[src/design/kbt_pkg.sv]
// Shared definitions for the keyboard report key tracker.
// Holds the event kind codes, controller/datapath command and status types and defaults.
// Depends on nothing; every other design file imports it.
package kbt_pkg;

  localparam int SLOT_COUNT_DEFAULT = 6;
  localparam int SHOWN_SLOTS        = 6;
  localparam int CODE_W             = 8;
  localparam int COUNT_W            = 3;

  typedef enum logic [1:0] {
    KIND_KEY_PRESS   = 2'd0,
    KIND_KEY_RELEASE = 2'd1,
    KIND_MOD_PRESS   = 2'd2,
    KIND_MOD_RELEASE = 2'd3
  } kind_t;

  // Command from the controller to the datapath.
  typedef struct packed {
    logic exec;
  } kbt_cmd_t;

  // Status from the datapath to the controller.
  typedef struct packed {
    logic emit;
  } kbt_status_t;

endpackage

[src/design/keyboard_report_key_tracker.sv]
// Top level of the keyboard report key tracker.
// Joins the controller kbt_ctrl and the datapath kbt_datapath; uses kbt_pkg.
//
//   channel | ports                                      | handshake
//   --------+--------------------------------------------+--------------------------
//   in      | in_kind, in_key_code, in_modifier_index    | in_valid / in_stall
//   out     | out_modifier_bits, out_slot_*, out_held_count | out_valid / out_stall
//
// An item is taken when in_valid is high and in_stall is low: the slot compares and the
// priority pick run in parallel and the report register loads at the accepting edge. The
// result is shown from the next cycle, and no new item is taken until it is gone; a repeat
// key press gives no report, so the tracker stays ready for the next item.
// Reset clears the slots, the modifier byte and the held count.
// A stalled result holds its fields and keeps in_stall high.
module keyboard_report_key_tracker #(
  parameter int SLOT_COUNT = kbt_pkg::SLOT_COUNT_DEFAULT
) (
  input  logic       clk,
  input  logic       rst_n,
  input  logic       in_valid,
  output logic       in_stall,
  input  logic [1:0] in_kind,
  input  logic [7:0] in_key_code,
  input  logic [2:0] in_modifier_index,
  output logic       out_valid,
  input  logic       out_stall,
  output logic [7:0] out_modifier_bits,
  output logic [7:0] out_slot_zero,
  output logic [7:0] out_slot_one,
  output logic [7:0] out_slot_two,
  output logic [7:0] out_slot_three,
  output logic [7:0] out_slot_four,
  output logic [7:0] out_slot_five,
  output logic [2:0] out_held_count
);
  import kbt_pkg::*;

  // The controller only issues exec on an accepted item; the datapath answers
  // whether that item gives a report.
  kbt_cmd_t    cmd;
  kbt_status_t status;

  kbt_ctrl u_ctrl (
    .clk       (clk),
    .rst_n     (rst_n),
    .in_valid  (in_valid),
    .in_stall  (in_stall),
    .out_valid (out_valid),
    .out_stall (out_stall),
    .cmd       (cmd),
    .status    (status)
  );

  kbt_datapath #(
    .SLOT_COUNT (SLOT_COUNT)
  ) u_datapath (
    .clk               (clk),
    .rst_n             (rst_n),
    .cmd               (cmd),
    .status            (status),
    .in_kind           (in_kind),
    .in_key_code       (in_key_code),
    .in_modifier_index (in_modifier_index),
    .out_modifier_bits (out_modifier_bits),
    .out_slot_zero     (out_slot_zero),
    .out_slot_one      (out_slot_one),
    .out_slot_two      (out_slot_two),
    .out_slot_three    (out_slot_three),
    .out_slot_four     (out_slot_four),
    .out_slot_five     (out_slot_five),
    .out_held_count    (out_held_count)
  );

endmodule

[src/design/kbt_ctrl.sv]
// Controller of the keyboard report key tracker: accepts items and presents results.
// Depends on kbt_pkg for the command and status types.
module kbt_ctrl (
  input  logic                 clk,
  input  logic                 rst_n,
  input  logic                 in_valid,
  output logic                 in_stall,
  output logic                 out_valid,
  input  logic                 out_stall,
  output kbt_pkg::kbt_cmd_t    cmd,
  input  kbt_pkg::kbt_status_t status
);
  import kbt_pkg::*;

  typedef enum logic {
    S_IDLE,
    S_OUT
  } state_t;

  state_t state_r;

  assign in_stall  = (state_r == S_OUT);
  assign out_valid = (state_r == S_OUT);
  assign cmd.exec  = (state_r == S_IDLE) && in_valid;

  always_ff @(posedge clk) begin
    if (!rst_n) begin
      state_r <= S_IDLE;
    end else begin
      unique case (state_r)
        S_IDLE: begin
          if (in_valid && status.emit) begin
            state_r <= S_OUT;
          end
        end
        S_OUT: begin
          if (!out_stall) begin
            state_r <= S_IDLE;
          end
        end
        default: state_r <= S_IDLE;
      endcase
    end
  end

`ifndef SYNTHESIS
  a_emit_gives_result: assert property (@(posedge clk) disable iff (!rst_n)
    cmd.exec && status.emit |=> out_valid)
    else $error("accepted item with a report did not raise out_valid");

  a_no_emit_no_result: assert property (@(posedge clk) disable iff (!rst_n)
    cmd.exec && !status.emit |=> !out_valid)
    else $error("repeat key press produced a result");

  a_single_result: assert property (@(posedge clk) disable iff (!rst_n)
    out_valid && !out_stall |=> !out_valid)
    else $error("one item produced more than one result");
`endif

endmodule

[src/design/kbt_datapath.sv]
// Datapath of the keyboard report key tracker: slot store, modifier byte, count, report register.
// Depends on kbt_pkg for codes and types; commanded by kbt_ctrl.
module kbt_datapath #(
  parameter int SLOT_COUNT = kbt_pkg::SLOT_COUNT_DEFAULT
) (
  input  logic                 clk,
  input  logic                 rst_n,
  input  kbt_pkg::kbt_cmd_t    cmd,
  output kbt_pkg::kbt_status_t status,
  input  logic [1:0]           in_kind,
  input  logic [7:0]           in_key_code,
  input  logic [2:0]           in_modifier_index,
  output logic [7:0]           out_modifier_bits,
  output logic [7:0]           out_slot_zero,
  output logic [7:0]           out_slot_one,
  output logic [7:0]           out_slot_two,
  output logic [7:0]           out_slot_three,
  output logic [7:0]           out_slot_four,
  output logic [7:0]           out_slot_five,
  output logic [2:0]           out_held_count
);
  import kbt_pkg::*;

  localparam logic [COUNT_W-1:0] COUNT_CAP =
    (SLOT_COUNT < 7) ? COUNT_W'(SLOT_COUNT) : COUNT_W'(7);

  logic [CODE_W-1:0]  slots_r   [SLOT_COUNT];
  logic [CODE_W-1:0]  slots_nxt [SLOT_COUNT];
  logic [7:0]         mod_r, mod_nxt;
  logic [COUNT_W-1:0] count_r, count_nxt;

  logic [CODE_W-1:0]  shown [SHOWN_SLOTS];
  logic [CODE_W-1:0]  rep_slot_r [SHOWN_SLOTS];
  logic [7:0]         rep_mod_r;
  logic [COUNT_W-1:0] rep_count_r;

  kind_t                 kind;
  logic                  code_nz;
  logic                  press_found, press_empty, rel_found;
  logic [SLOT_COUNT-1:0] press_sel, rel_sel, filled;
  logic [7:0]            mod_mask;

  assign kind     = kind_t'(in_kind);
  assign code_nz  = (in_key_code != '0);
  assign mod_mask = 8'd1 << in_modifier_index;

  // Priority pick: a press stops at the first slot that is empty or already holds the
  // key; a release stops at the first slot holding the key.
  always_comb begin
    press_found = 1'b0;
    press_empty = 1'b0;
    press_sel   = '0;
    rel_found   = 1'b0;
    rel_sel     = '0;
    for (int i = 0; i < SLOT_COUNT; i++) begin
      if (!press_found && (slots_r[i] == '0 || slots_r[i] == in_key_code)) begin
        press_found  = 1'b1;
        press_sel[i] = 1'b1;
        press_empty  = (slots_r[i] == '0);
      end
      if (!rel_found && slots_r[i] == in_key_code) begin
        rel_found  = 1'b1;
        rel_sel[i] = 1'b1;
      end
    end
  end

  assign status.emit = !(kind == KIND_KEY_PRESS && code_nz && press_found && !press_empty);

  always_comb begin
    for (int i = 0; i < SLOT_COUNT; i++) begin
      slots_nxt[i] = slots_r[i];
    end
    mod_nxt   = mod_r;
    count_nxt = count_r;
    unique case (kind)
      KIND_KEY_PRESS: begin
        if (code_nz && press_found && press_empty) begin
          for (int i = 0; i < SLOT_COUNT; i++) begin
            if (press_sel[i]) begin
              slots_nxt[i] = in_key_code;
            end
          end
          if (count_r < COUNT_CAP) begin
            count_nxt = count_r + COUNT_W'(1);
          end
        end
      end
      KIND_KEY_RELEASE: begin
        if (code_nz && rel_found) begin
          for (int i = 0; i < SLOT_COUNT; i++) begin
            if (rel_sel[i]) begin
              slots_nxt[i] = '0;
            end
          end
          if (count_r != '0) begin
            count_nxt = count_r - COUNT_W'(1);
          end
        end
      end
      KIND_MOD_PRESS:   mod_nxt = mod_r | mod_mask;
      KIND_MOD_RELEASE: mod_nxt = mod_r & ~mod_mask;
      default: ;
    endcase
  end

  // Report slots past the configured slot count read as empty.
  for (genvar g = 0; g < SHOWN_SLOTS; g++) begin : g_shown
    if (g < SLOT_COUNT) begin : g_real
      assign shown[g] = slots_nxt[g];
    end else begin : g_blank
      assign shown[g] = '0;
    end
  end

  always_ff @(posedge clk) begin
    if (!rst_n) begin
      for (int i = 0; i < SLOT_COUNT; i++) begin
        slots_r[i] <= '0;
      end
      mod_r   <= '0;
      count_r <= '0;
    end else if (cmd.exec) begin
      for (int i = 0; i < SLOT_COUNT; i++) begin
        slots_r[i] <= slots_nxt[i];
      end
      mod_r   <= mod_nxt;
      count_r <= count_nxt;
    end
  end

  always_ff @(posedge clk) begin
    if (cmd.exec && status.emit) begin
      for (int i = 0; i < SHOWN_SLOTS; i++) begin
        rep_slot_r[i] <= shown[i];
      end
      rep_mod_r   <= mod_nxt;
      rep_count_r <= count_nxt;
    end
  end

  assign out_modifier_bits = rep_mod_r;
  assign out_slot_zero     = rep_slot_r[0];
  assign out_slot_one      = rep_slot_r[1];
  assign out_slot_two      = rep_slot_r[2];
  assign out_slot_three    = rep_slot_r[3];
  assign out_slot_four     = rep_slot_r[4];
  assign out_slot_five     = rep_slot_r[5];
  assign out_held_count    = rep_count_r;

  always_comb begin
    for (int i = 0; i < SLOT_COUNT; i++) begin
      filled[i] = (slots_r[i] != '0);
    end
  end

`ifndef SYNTHESIS
  a_count_tracks_slots: assert property (@(posedge clk) disable iff (!rst_n)
    (SLOT_COUNT > 7) || ($countones(filled) == int'(count_r)))
    else $error("held count disagrees with the number of filled slots");

  a_idle_holds_state: assert property (@(posedge clk) disable iff (!rst_n)
    !cmd.exec |=> $stable(count_r) && $stable(mod_r))
    else $error("report state changed without an item");

  a_repeat_changes_nothing: assert property (@(posedge clk) disable iff (!rst_n)
    cmd.exec && !status.emit |=> $stable(count_r) && $stable(filled))
    else $error("repeat key press changed the slots");
`endif

endmodule
[config.mk]
export PLATFORM = sky130hd
export DESIGN_NAME = keyboard_report_key_tracker
export DESIGN_NICKNAME = d
export VERILOG_FILES = /design/src/design/kbt_pkg.sv /design/src/design/keyboard_report_key_tracker.sv /design/src/design/kbt_ctrl.sv /design/src/design/kbt_datapath.sv
export SDC_FILE = /design/constraint.sdc
export NUM_CORES = 1
export LEC_CHECK = 0
export ABC_AREA = 1
export BUFFER_PORTS_ARGS = -buffer_cell sky130_fd_sc_hd__buf_2
export CORE_MARGIN = 2
export CORE_UTILIZATION = 64
export CTS_CLUSTER_DIAMETER = 150
export DETAILED_ROUTE_END_ITERATION = 8
export GPL_TIMING_DRIVEN = 0
export PLACE_DENSITY_LB_ADDON = 0.25
export SYNTH_ARGS = -nofsm -noshare
export SYNTH_HDL_FRONTEND = slang
export SYNTH_SLANG_ARGS = --single-unit
[constraint.sdc]
create_clock -name clk -period 6.05 [get_ports clk]
set_input_delay 1.5125 -clock clk [delete_from_list [all_inputs] [get_ports clk]]
set_output_delay 1.5125 -clock clk [all_outputs]
set_load 0.01 [all_outputs]
==> metrics.csv <==
stage;metric;value;unit
outcome;status;finished, final reports clean;
drt;Pre-Repair DR Iteration Count;6;
sta;fin crit share;0.6545;
power_and_ir_drop;peak supply drop;0.1823;mV
floorplan;Starting Density;0.6648;
critical_path;Reg-to-Reg End;u_datapath.rep_slot_r[0][6];
clock_tree;# Post-CTS Setup Buffers;0;
clock_tree;TritonCTS clock tree;done;
clock_tree;clock sink total;119;
drt;drt drc;0;
sta;Slew Viols, Final;0;
clock_tree;Post-CTS Hold Buffers;0;
sta;Setup TNS;0;ns
finish;layout cells sized above 1;0.1944;
clock_tree;clk_lat worst skew;0.54;ns
synth;EDFF count, synth;107;
floorplan;die width;107.8;µm
critical_path;crit path cell chain;buf_2 -> buf_6 -> nand2_1 -> nand2_1 -> nor2_1 -> nand2_1 -> nor2_4 -> nor2_1 -> nand2_1 -> nor2_1 -> nand4_2 -> nand3_2 -> nand2_1 -> nand3_1 -> nand2_1 -> inv_2 -> buf_12;
clock_tree;Num CTS Buffers;17;
clock_tree;clock transition at the registers of the reported paths;0.06;ns
critical_path;most used cell along the critical path;nand2_1;
finish;Final nets;933;
clock_tree;Root Buffer;clkbuf_8;
synth;Async S/R FF share, synth;0;
critical_path;Slowest-stage cell, CP;inv_2;
global_route;Congestion Overflow GR;0;
synth;register bit total from synthesis;119;
finish;final core occ;0.7809;
min_path;Min-Delay Endpoint;u_datapath.mod_r[3];
global_route;initial antenna violation count;0;
synth;Netlist cell types;36;
synth;Ys Warns;0;
drt;vias per inst;5.730;
min_path;worst hold path depth;2;
critical_path;Critical Path Max Stage Delay;0.46;ns
critical_path;CP max FO;33;
flow_run;max cap viols;0;
placed_design;GPL Wtd Cong;0.9199;
drt;via count;6085;
sta;Fin. Hold Viols;0;
global_route;first-pass GRT wire length;29080;µm
min_path;min-delay src;u_datapath.mod_r[3];
synth;ranking of synthesized cells by area;edfxtp_1, nand2_1, inv_1;
sta;fmax;0.2526;GHz
synth;Main synth FF type;edfxtp_1;
critical_path;r2r startpoint;u_datapath.slots_r[0][10];
synth;syn_nets;836;
drt;DRT Wirelength;17820;µm
min_path;HP Class;flop to flop;
power_and_ir_drop;total power;2.489;mW
global_route;vias in the first global route;6016;
critical_path;nature of the critical path startpoint;input port;
sta;fin crit period;3.959;ns
floorplan;I/O pin count;78;
floorplan;row cnt;37;
synth;Synth Cell Area;0.006894;mm²
global_route;GRT Resource Usage Total;0.3297;
critical_path;Crit path max-delay family;simple AND/OR/NAND/NOR gates;
power_and_ir_drop;power per cell area;307.3;mW/mm²
drt;mean routed wirelength per cell;16.78;µm
sta;RSZ-0062 raised after global routing;no;
placed_design;IO Port Bufs;76;
synth;register area share after synthesis;0.5009;
synth;share of the synthesized area in the top cell type;0.4661;
clock_tree;Max clock buf depth;2;
finish;area grow syn2layout;17.46;%
clock_tree;post-CTS resize count;0;
floorplan;CORE AREA;0.01037;mm²
critical_path;Crit path required time;6.27;ns
floorplan;Die Area;0.01162;mm²
drt;Initial DRC Count;578;
sta;Setup Skew;0.01568;ns
clock_tree;H-tree Lvls;4;
sta;final setup violation count;0;
finish;Diodes inserted;0;
synth;Syn Area/Cell;8.449;µm²
sta;Slew HR;0.4025;
global_route;pin count of the biggest net entering global routing;42;
finish;most frequent cells in the layout;nand2_1, inv_1, edfxtp_1, buf_2, nor2_1;
critical_path;Reg2Reg Depth;16;
finish;fillcell total;670;
placed_design;Final HPWL DP;11880;µm
critical_path;Buf/Inv on CP;4;
floorplan;Die Ht;107.8;µm
critical_path;CP arrival;4.18;ns
critical_path;CP Capture Type;flop;
finish;commonest non-fill, non-tap cell in the layout;nand2_1;
critical_path;Setup Crit Path Kind;input port to flop;
critical_path;R2R Setup Slk;2.88;ns
synth;cell accounting for the most synthesized area;edfxtp_1;
power_and_ir_drop;Lkg Pwr;3.960;nW
sta;Slew @ Worst Pin;0.8929;ns
synth;Cells after Synth;816;
drt;antenna viol nets, final;0;
## per-stage QoR
stage               worst slack, ns  cells  hold slack, ns  area (µm²)
floorplan                     1.741    816          0.4502        6894
global placement             0.8055   1028          0.4635        7445
detailed placement            1.630   1030          0.4705        7486
CTS                           2.156   1062          0.4899        8098
global route                  1.681   1062          0.5004        8098
finish                        2.091   1062          0.4881        8098
## flip-flops by register name (all words and copies together) (netlist names)
register	count
u_datapath.count_r	3
u_datapath.out_held_count	3
u_datapath.slots_r	48
u_datapath.rep_slot_r	48
u_datapath.mod_r	8
u_ctrl.in_stall	1
u_datapath.out_modifier_bits	8
## tightest hold or removal path, delay by kind of cell (launching register included)
kind	cells	cell delay, ns
flip-flops	1	0.30
AO/OA/AOI/OAI	1	0.08
buffers and inverters	1	0.06
## worst max path at each step
stage / from / end / slack (ns) / cells past startpoint
2_1_floorplan: in_key_code[0] / u_datapath.out_held_count[0] / 1.74 / 14
3_3_place_gp: in_key_code[5] / u_datapath.rep_slot_r[0][5] / 0.81 / 16
3_5_place_dp: in_key_code[5] / u_datapath.rep_slot_r[4][5] / 1.63 / 17
4_1_cts: in_key_code[5] / u_datapath.rep_slot_r[4][5] / 2.16 / 17
5_1_grt: in_key_code[5] / u_datapath.rep_slot_r[0][6] / 1.68 / 18
6_report: in_key_code[4] / u_datapath.rep_slot_r[0][6] / 2.09 / 17
## synthesized netlist by cell type (2+ instances only)
master,count
buf_2,6
nand4_1,18
nor3_1,3
o21ai_2,24
o21ai_0,15
buf_6,7
a21oi_1,21
ha_1,3
o22ai_1,15
clkbuf_1,12
nand3_2,4
nor2_2,5
nor4_1,2
dfxtp_1,12
nand2_1,275
nor2_4,4
nand2_2,4
a21oi_4,4
xnor2_1,4
xor2_1,22
edfxtp_1,107
o211ai_1,42
inv_2,8
nand3_1,13
inv_1,127
nor2_1,49
## kinds of logic after synthesis
logic type | count (synthesis) | share of synthesized area
xor gates and xnor gates | 26 | 0.03303
buffers and inverters | 163 | 0.09800
and+or+nand+nor | 380 | 0.2310
AOI/OAI and AO/OA | 125 | 0.1316
adders and majority gates | 3 | 0.005445
DFF | 119 | 0.5009
## power by group
group / internal [mW] / leakage, nW / switching, mW
clock network: 0.658 / 0.307 / 0.357
registers: 0.994 / 1.20 / 0.0351
logic: 0.142 / 2.45 / 0.303
total: 1.79 / 3.96 / 0.695
## final cells by class
class | instances | area (µm²) | area share
Sequential cell | 119 | 3453 | 0.4265
Multi-Input combinational cell | 534 | 2765 | 0.3415
Clock buffer | 28 | 591.8 | 0.07308
Inverter | 136 | 511.7 | 0.06320
Timing Repair Buffer | 78 | 420.4 | 0.05192
Tap cell | 136 | 170.2 | 0.02101
Buffer | 27 | 165.2 | 0.02040
Clock inverter | 4 | 20.02 | 0.002472
## routing by layer
metal / vias up / GRT usage / wire [µm]
li1: 2883 / - / -
met1: 2765 / 0.4106 / 6864
met2: 353 / 0.5355 / 8500
met3: 84 / 0.06053 / 1524
met4: 0 / 0.1969 / 934
met5: - / 0 / 0
No activity file was read; power rests on OpenSTA's default activity.
